$ cat src/rtl/indexed_sequence_store_defines.svh
// Assertion macros used by the indexed sequence store datapath.
`ifndef INDEXED_SEQUENCE_STORE_DEFINES_SVH
`define INDEXED_SEQUENCE_STORE_DEFINES_SVH

`ifndef SYNTH
`define ISS_ASSERT_IMPL(name, clk, rst, ante, cons) \
  name: assert property (@(posedge clk) disable iff (rst) (ante) |-> (cons)) \
    else $error("%m: same-cycle check failed");
`define ISS_ASSERT_NEXT(name, clk, rst, ante, cons) \
  name: assert property (@(posedge clk) disable iff (rst) (ante) |=> (cons)) \
    else $error("%m: next-cycle check failed");
`else
`define ISS_ASSERT_IMPL(name, clk, rst, ante, cons)
`define ISS_ASSERT_NEXT(name, clk, rst, ante, cons)
`endif

`endif

$ cat src/rtl/iss_pkg.sv
// Shared constants, codes and controller/datapath interface types.
package iss_pkg;

  localparam int CAPACITY = 64;
  localparam int ADDR_W   = $clog2(CAPACITY);
  localparam int CNT_W    = 7;
  localparam int VALUE_W  = 32;
  localparam int INDEX_W  = 8;
  localparam int KIND_W   = 3;
  localparam int STATUS_W = 2;

  typedef enum logic [KIND_W-1:0] {
    KIND_GET  = 3'd0,
    KIND_HEAD = 3'd1,
    KIND_TAIL = 3'd2,
    KIND_AT   = 3'd3,
    KIND_DEL  = 3'd4
  } kind_t;

  typedef enum logic [STATUS_W-1:0] {
    ST_DONE      = 2'd0,
    ST_BAD_INDEX = 2'd1,
    ST_FULL      = 2'd2
  } status_t;

  typedef enum logic [2:0] {
    S_IDLE,
    S_DECIDE,
    S_GET_WAIT,
    S_INS_LOOP,
    S_INS_WR,
    S_DEL_LOOP,
    S_DEL_WR,
    S_RESULT
  } state_t;

  typedef struct packed {
    logic latch_op;
    logic decide;
    logic cap_get;
    logic rd_ins;
    logic wr_ins;
    logic put;
    logic rd_del;
    logic wr_del;
    logic del_done;
    logic load_out;
  } cmd_t;

  typedef struct packed {
    logic get_ok;
    logic ins_ok;
    logic del_ok;
    logic ins_more;
    logic del_more;
    logic out_busy;
  } sts_t;

endpackage

$ cat src/rtl/iss_ram.sv
// Generic simple dual-port RAM with registered read.
module iss_ram #(
  parameter int WIDTH = 32,
  parameter int DEPTH = 64
) (
  input  logic                     clk,
  input  logic                     we,
  input  logic [$clog2(DEPTH)-1:0] waddr,
  input  logic [WIDTH-1:0]         wdata,
  input  logic [$clog2(DEPTH)-1:0] raddr,
  output logic [WIDTH-1:0]         rdata
);

  logic [WIDTH-1:0] mem [DEPTH];

  always_ff @(posedge clk) begin
    if (we) begin
      mem[waddr] <= wdata;
    end
    rdata <= mem[raddr];
  end

endmodule

$ cat src/rtl/iss_ctrl.sv
// Operation sequencer: accepts a word, steps the shift loops, releases the result.
module iss_ctrl (
  input  logic          clk,
  input  logic          rst,
  input  logic          in_valid,
  output logic          in_ready,
  input  iss_pkg::sts_t sts,
  output iss_pkg::cmd_t cmd
);

  iss_pkg::state_t state;
  iss_pkg::state_t state_next;

  always_ff @(posedge clk) begin
    if (rst) begin
      state <= iss_pkg::S_IDLE;
    end else begin
      state <= state_next;
    end
  end

  always_comb begin
    state_next = state;
    case (state)
      iss_pkg::S_IDLE: begin
        if (in_valid) begin
          state_next = iss_pkg::S_DECIDE;
        end
      end
      iss_pkg::S_DECIDE: begin
        if (sts.get_ok) begin
          state_next = iss_pkg::S_GET_WAIT;
        end else if (sts.ins_ok) begin
          state_next = iss_pkg::S_INS_LOOP;
        end else if (sts.del_ok) begin
          state_next = iss_pkg::S_DEL_LOOP;
        end else begin
          state_next = iss_pkg::S_RESULT;
        end
      end
      iss_pkg::S_GET_WAIT: state_next = iss_pkg::S_RESULT;
      iss_pkg::S_INS_LOOP: begin
        state_next = sts.ins_more ? iss_pkg::S_INS_WR : iss_pkg::S_RESULT;
      end
      iss_pkg::S_INS_WR: state_next = iss_pkg::S_INS_LOOP;
      iss_pkg::S_DEL_LOOP: begin
        state_next = sts.del_more ? iss_pkg::S_DEL_WR : iss_pkg::S_RESULT;
      end
      iss_pkg::S_DEL_WR: state_next = iss_pkg::S_DEL_LOOP;
      iss_pkg::S_RESULT: begin
        if (!sts.out_busy) begin
          state_next = iss_pkg::S_IDLE;
        end
      end
      default: state_next = iss_pkg::S_IDLE;
    endcase
  end

  always_comb begin
    cmd      = '0;
    in_ready = 1'b0;
    case (state)
      iss_pkg::S_IDLE: begin
        in_ready     = 1'b1;
        cmd.latch_op = in_valid;
      end
      iss_pkg::S_DECIDE:   cmd.decide  = 1'b1;
      iss_pkg::S_GET_WAIT: cmd.cap_get = 1'b1;
      iss_pkg::S_INS_LOOP: begin
        cmd.rd_ins = sts.ins_more;
        cmd.put    = !sts.ins_more;
      end
      iss_pkg::S_INS_WR: cmd.wr_ins = 1'b1;
      iss_pkg::S_DEL_LOOP: begin
        cmd.rd_del   = sts.del_more;
        cmd.del_done = !sts.del_more;
      end
      iss_pkg::S_DEL_WR: cmd.wr_del   = 1'b1;
      iss_pkg::S_RESULT: cmd.load_out = !sts.out_busy;
      default: cmd = '0;
    endcase
  end

endmodule

$ cat src/rtl/iss_datapath.sv
// Operand registers, entry count, shift pointer, entry RAM and output register.
`include "indexed_sequence_store_defines.svh"

module iss_datapath (
  input  logic                            clk,
  input  logic                            rst,
  input  logic [iss_pkg::KIND_W-1:0]      in_kind,
  input  logic [iss_pkg::INDEX_W-1:0]     in_index,
  input  logic [iss_pkg::VALUE_W-1:0]     in_value,
  input  iss_pkg::cmd_t                   cmd,
  output iss_pkg::sts_t                   sts,
  output logic                            out_valid,
  input  logic                            out_ready,
  output logic [iss_pkg::VALUE_W-1:0]     out_read_value,
  output logic [iss_pkg::STATUS_W-1:0]    out_status,
  output logic [iss_pkg::CNT_W-1:0]       out_entry_count
);

  logic [iss_pkg::KIND_W-1:0]  op_kind;
  logic [iss_pkg::INDEX_W-1:0] op_tgt;
  logic [iss_pkg::VALUE_W-1:0] op_value;
  logic [iss_pkg::CNT_W-1:0]   count;
  logic [iss_pkg::CNT_W-1:0]   ptr;
  logic [iss_pkg::VALUE_W-1:0] res_value;
  iss_pkg::status_t            res_status;

  logic [iss_pkg::INDEX_W-1:0] tgt_in;
  logic [iss_pkg::INDEX_W-1:0] count_ext;
  logic [iss_pkg::CNT_W-1:0]   ptr_dec;
  logic [iss_pkg::CNT_W-1:0]   ptr_inc;
  logic                        is_ins;
  logic                        tgt_ins_ok;
  logic                        tgt_in_range;
  logic                        full;

  logic                        ram_we;
  logic [iss_pkg::ADDR_W-1:0]  ram_waddr;
  logic [iss_pkg::VALUE_W-1:0] ram_wdata;
  logic [iss_pkg::ADDR_W-1:0]  ram_raddr;
  logic [iss_pkg::VALUE_W-1:0] ram_rdata;

  assign count_ext    = {1'b0, count};
  assign ptr_dec      = ptr - 7'd1;
  assign ptr_inc      = ptr + 7'd1;
  assign is_ins       = (op_kind == iss_pkg::KIND_HEAD) || (op_kind == iss_pkg::KIND_TAIL) ||
                        (op_kind == iss_pkg::KIND_AT);
  assign tgt_ins_ok   = op_tgt <= count_ext;
  assign tgt_in_range = op_tgt < count_ext;
  assign full         = count == 7'(iss_pkg::CAPACITY);

  always_comb begin
    case (in_kind)
      iss_pkg::KIND_HEAD: tgt_in = '0;
      iss_pkg::KIND_TAIL: tgt_in = count_ext;
      default:            tgt_in = in_index;
    endcase
  end

  assign sts.get_ok   = (op_kind == iss_pkg::KIND_GET) && tgt_in_range;
  assign sts.ins_ok   = is_ins && tgt_ins_ok && !full;
  assign sts.del_ok   = (op_kind == iss_pkg::KIND_DEL) && tgt_in_range;
  assign sts.ins_more = {1'b0, ptr} > op_tgt;
  assign sts.del_more = ptr_inc < count;
  assign sts.out_busy = out_valid && !out_ready;

  // insert shifts from the top down, delete from the gap up
  assign ram_raddr = cmd.rd_ins ? ptr_dec[iss_pkg::ADDR_W-1:0] :
                     cmd.rd_del ? ptr_inc[iss_pkg::ADDR_W-1:0] :
                                  op_tgt[iss_pkg::ADDR_W-1:0];
  assign ram_we    = cmd.wr_ins || cmd.wr_del || cmd.put;
  assign ram_waddr = cmd.put ? op_tgt[iss_pkg::ADDR_W-1:0] : ptr[iss_pkg::ADDR_W-1:0];
  assign ram_wdata = cmd.put ? op_value : ram_rdata;

  iss_ram #(
    .WIDTH(iss_pkg::VALUE_W),
    .DEPTH(iss_pkg::CAPACITY)
  ) u_ram (
    .clk  (clk),
    .we   (ram_we),
    .waddr(ram_waddr),
    .wdata(ram_wdata),
    .raddr(ram_raddr),
    .rdata(ram_rdata)
  );

  always_ff @(posedge clk) begin
    if (cmd.latch_op) begin
      op_kind  <= in_kind;
      op_tgt   <= tgt_in;
      op_value <= in_value;
    end
    if (cmd.decide) begin
      ptr <= is_ins ? count : op_tgt[iss_pkg::CNT_W-1:0];
    end else if (cmd.wr_ins) begin
      ptr <= ptr_dec;
    end else if (cmd.wr_del) begin
      ptr <= ptr_inc;
    end
    if (cmd.decide) begin
      if ((op_kind == iss_pkg::KIND_GET) && !tgt_in_range) begin
        res_value <= '1;
      end else begin
        res_value <= '0;
      end
      if ((((op_kind == iss_pkg::KIND_GET) || (op_kind == iss_pkg::KIND_DEL)) &&
           !tgt_in_range) || (is_ins && !tgt_ins_ok)) begin
        res_status <= iss_pkg::ST_BAD_INDEX;
      end else if (is_ins && full) begin
        res_status <= iss_pkg::ST_FULL;
      end else begin
        res_status <= iss_pkg::ST_DONE;
      end
    end else if (cmd.cap_get) begin
      res_value <= ram_rdata;
    end
    if (cmd.load_out) begin
      out_read_value  <= res_value;
      out_status      <= res_status;
      out_entry_count <= count;
    end
  end

  always_ff @(posedge clk) begin
    if (rst) begin
      count     <= '0;
      out_valid <= 1'b0;
    end else begin
      if (cmd.put) begin
        count <= count + 7'd1;
      end else if (cmd.del_done) begin
        count <= count - 7'd1;
      end
      if (cmd.load_out) begin
        out_valid <= 1'b1;
      end else if (out_ready) begin
        out_valid <= 1'b0;
      end
    end
  end

  `ISS_ASSERT_IMPL(a_count_cap, clk, rst, 1'b1, count <= 7'(iss_pkg::CAPACITY))
  `ISS_ASSERT_NEXT(a_put_inc, clk, rst, cmd.put, count == $past(count) + 7'd1)
  `ISS_ASSERT_IMPL(a_del_nonempty, clk, rst, cmd.del_done, count != '0)
  `ISS_ASSERT_IMPL(a_full_status, clk, rst, cmd.load_out && (res_status == iss_pkg::ST_FULL), full)

endmodule

$ cat src/rtl/indexed_sequence_store.sv
// Top level of the indexed sequence store: sequencer, datapath and stream ports.
//
//  channel | dir | handshake          | payload
//  --------+-----+--------------------+---------------------------------------------
//  s_      | in  | s_tvalid/s_tready  | tuser kind; tdata index, value
//  m_      | out | m_tvalid/m_tready  | tuser status; tdata read_value, entry_count
//
// One word at a time. A valid get steps through decide, a RAM read wait and result;
// a rejected or unknown operation goes from decide straight to result. Insert and
// delete loop over the moved entries: each costs one RAM read and one write.
// rst is synchronous; it empties the store, entry contents are left as is.
// A result waiting on m_tready lets the next word run up to its result; the
// sequencer then waits and s_tready stays low until the output register frees.
module indexed_sequence_store (
  input  logic        clk,
  input  logic        rst,
  input  logic        s_tvalid,
  output logic        s_tready,
  input  logic [39:0] s_tdata,   // [7:0] index, [39:8] value
  input  logic [2:0]  s_tuser,   // [2:0] kind
  output logic        m_tvalid,
  input  logic        m_tready,
  output logic [39:0] m_tdata,   // [31:0] read_value, [38:32] entry_count, [39] zero
  output logic [1:0]  m_tuser    // [1:0] status
);

  iss_pkg::cmd_t cmd;
  iss_pkg::sts_t sts;

  logic [iss_pkg::VALUE_W-1:0] read_value;
  logic [iss_pkg::CNT_W-1:0]   entry_count;

  iss_ctrl u_ctrl (
    .clk     (clk),
    .rst     (rst),
    .in_valid(s_tvalid),
    .in_ready(s_tready),
    .sts     (sts),
    .cmd     (cmd)
  );

  iss_datapath u_datapath (
    .clk            (clk),
    .rst            (rst),
    .in_kind        (s_tuser),
    .in_index       (s_tdata[7:0]),
    .in_value       (s_tdata[39:8]),
    .cmd            (cmd),
    .sts            (sts),
    .out_valid      (m_tvalid),
    .out_ready      (m_tready),
    .out_read_value (read_value),
    .out_status     (m_tuser),
    .out_entry_count(entry_count)
  );

  assign m_tdata = {1'b0, entry_count, read_value};

endmodule

$ cat config.mk
export PLATFORM = sky130hd
export DESIGN_NAME = indexed_sequence_store
export DESIGN_NICKNAME = d
export VERILOG_FILES = /design/src/rtl/iss_pkg.sv /design/src/rtl/iss_ram.sv /design/src/rtl/iss_ctrl.sv /design/src/rtl/iss_datapath.sv /design/src/rtl/indexed_sequence_store.sv
export VERILOG_INCLUDE_DIRS = /design/src /design/src/rtl
export SDC_FILE = /design/constraint.sdc
export NUM_CORES = 2
export LEC_CHECK = 0
export ABC_AREA = 1
export BUFFER_PORTS_ARGS = -buffer_cell sky130_fd_sc_hd__buf_2
export CORE_AREA = 2 2 347 693
export CTS_CLUSTER_SIZE = 20
export DETAILED_ROUTE_END_ITERATION = 10
export DIE_AREA = 0 0 349 695
export PLACE_DENSITY = 0.58
export SETUP_SLACK_MARGIN = 0.3
export SYNTH_ARGS = -nofsm -noshare
export SYNTH_HDL_FRONTEND = slang
export SYNTH_SLANG_ARGS = --single-unit
$ cat constraint.sdc
create_clock -name clk -period 15.3 [get_ports clk]
set_clock_uncertainty 0.05 [all_clocks]
set_input_delay 1.53 -clock clk [delete_from_list [all_inputs] [get_ports clk]]
set_output_delay 1.53 -clock clk [all_outputs]
set_load 0.01 [all_outputs]
==> metrics.cfg <==
[outcome]
outcome = finished, final reports clean

[global_route]
grt_pass1_wl_mm = 424
grt_max_degree = 194
grt_usage_pct = 23.5
antenna_found_initial = 5
grt-ovfl-total = 0
grt_pass1_vias = 63100

[worst_hold_path]
hold_path_class = reg2reg

[clocking]
path_clk_slew_ps = 70
cts_resized = 0
cts_sinks = 2216
cts_tree = done
h-tree-depth = 4
cts_hold_buf = 0
root_buffer = clkbuf_16
clk-insertion-delay-late_ps = 860
cts_buffers = 193
clockBufferDepth = 4
post-cts-setup-buffers = 0

[sta]
holdWs_ps = 369
fmax_ghz = 0.139
final-hold-violation-count = 0
setup_slack_ps = 8130
relSlewSlack_pct = 15.1
fin_crit_ps = 7170
setup_violations = 0
rsz0062_at_grt = false
period_share_pct = 46.9
worst_slew_pin_slew_ps = 1260
tns_ps = 0
final_max_slew_viol_count = 0

[floorplanning]
core_area_mm2 = 0.237
dieArea_mm2 = 0.243
chipWidth_um = 349
initial_utilization_pct = 39.9
rows = 253
io_pins = 91
die-height_um = 695

[finish]
final_cell_mix = nand2_1 (2578), nand3_1 (2197), edfxtp_1 (2173)
fin_area_mm2 = 0.104
final_util_pct = 44.1
drive_above_1_share_pct = 7.25
final_common_cell = nand2_1
area_delta_synth_final_pct = 10.4
nets = 8574

[drt]
drtPass1Iterations = 6
wl_per_cell_um = 24.9
drc = 0
vias = 65500
drt-total-wl_mm = 292
viasPerCell = 5.60
drt_iter0_drc = 7051
ant_nets = 0

[setup_path]
critPathKind = reg2reg
cp.required_ps = 16040
arrival_ps = 7910
critPathCaptureType = flip-flop
worstSetupStartpointType = flip-flop
cp_max_fo = 123

[logic_synthesis]
syn_inst = 8628
synthMuxAreaShare_pct = 0
synth_top_area_cell = edfxtp_1
syn_area_per_cell_um2 = 11.0
synth_compound_area_share_pct = 0.813
ys_ff_latch = 2216
synth_area_mm2 = 0.0946
synth_cell_types = 38
synth_area_leaders = edfxtp_1 (69%), nand3_1 (12%), nand2_1 (10%)
synth_top_family_by_area = simple AND/OR/NAND/NOR gates
yosysTopAreaCellShare_pct = 68.9
synthAdderAreaFrac_pct = 0.391
synth_xor_area_share_pct = 0.130
yosysWarningCount = 0
yosysSeqAreaShare_pct = 69.9
syn-num-nets = 8704
synthSimpleGateAreaFrac_pct = 23.5

[power]
powerDensity_mw_per_mm2 = 183
ir_drop_uv = 177
total_leakage_power_nw = 40.0

[place]
placed_area_mm2 = 0.0985
post-place-ws_ps = 8250
gp_congestion = 0.856
dp_hpwl_mm = 156
portBuffers = 89

[job]
maxCapViolCount = 0

[final timing paths]
| check | start | to | cells after the start | slack (ps) |
|---|---|---|---|---|
| max | u_datapath.ptr[0] | u_datapath.u_ram.rdata[29] | 21 | 8130 |
| min | u_datapath.res_value[7] | u_datapath.out_read_value[7] | 0 | 370 |
| max reg2reg | u_datapath.ptr[0] | u_datapath.u_ram.rdata[29] | 21 | 8130 |
| min reg2reg | u_datapath.res_value[7] | u_datapath.out_read_value[7] | 0 | 370 |
[cell usage after synthesis]
library cell  count
nand3b_1        128
clkbuf_1        206
nand3_2           1
dfxtp_1          43
conb_1            1
inv_1           609
nand2_1        2578
inv_2             7
nor3_2            2
nor3b_1           1
o21ai_1           6
buf_1            48
o21ai_2           1
a211oi_1          2
buf_6            21
fa_1              1
a41oi_1           1
buf_2           293
nand4_1          11
edfxtp_1       2173
nand2_2           2
buf_4            11
nor3_1           12
xnor2_1           4
o31ai_1           1
nand3_4           1
nand2_4           2
a21o_1            2
nand3_1        2197
a31o_2            1
o21ai_0         107
ha_1             28
and3_1            1
xor2_1           10
a21oi_1          28
nor4_1            6
nor2_1           81
nor2_4            1
[power by group]
part           switching (mW)  total [mW]  internal (mW)  leakage [nW]
registers               0.176        8.18           8.00          20.0
logic                    4.73        6.07           1.34          17.1
clock network            2.21        4.83           2.62          2.92
[registers in the layout, indices dropped and copies added (netlist names)]
register / count
u_datapath.res_value: 32
u_datapath.u_ram.mem: 2048
u_ctrl.state: 3
u_datapath.op_kind: 3
u_datapath.out_read_value: 32
u_datapath.op_value: 32
u_datapath.op_tgt: 8
u_datapath.ptr: 7
u_datapath.res_status: 2
u_datapath.out_valid: 1
u_datapath.u_ram.rdata: 32
u_datapath.count: 7
u_datapath.out_status: 2
u_datapath.out_entry_count: 7
[worst max-delay path: stages, from the launching register on]
cell and delay [ps]:
edfxtp_1 570, ha_1 230, nand4_1 110, xnor2_1 210
ha_1 280, nand2_1 90, inv_1 50, a21oi_1 320
nand4_1 160, nand2_1 200, nand2_8 490, nand2_8 830
buf_4 850, buf_4 920, nand2_1 120, nand2_1 100
nand2_1 60, nand3_1 130, nand3_1 90, nand3_1 160
nand3_1 510, nand2_1 230
[layer usage]
metal | global-route usage, % | vias to the layer above | share of wire (%)
met5 | 0 | - | 0.0034
met1 | 28.2 | 32600 | 37
met2 | 41.4 | 2828 | 51
met3 | 2.45 | 656 | 6.4
li1 | - | 29400 | -
met4 | 12.8 | 2 | 5.9
[cell families after synthesis]
group	after synthesis
other	1
DFF	2216
adders and majority gates	29
and+or+nand+nor	5024
AOI/OAI and AO/OA	149
buffers and inverters	1195
xor gates and xnor gates	14
[area by class of cell]
| class | instances | area, µm² |
|---|---|---|
| fill | 21600 | 133000 |
| sequential | 2216 | 66100 |
| multi-input combinational | 5217 | 24400 |
| clock buffer | 256 | 5220 |
| tap | 3060 | 3830 |
| inverter | 616 | 2330 |
| timing repair buffer | 254 | 1820 |
| clock inverter | 89 | 759 |
| antenna | 2 | 5.00 |
[per-stage QoR]
stage,power [mW],instances
finish,19.1,11700
global placement,14.3,11400
detailed placement,14.3,11400
global route,19.8,11700
floorplan,12.0,8628
CTS,19.1,11700
No activity file was read; power rests on OpenSTA's default activity.
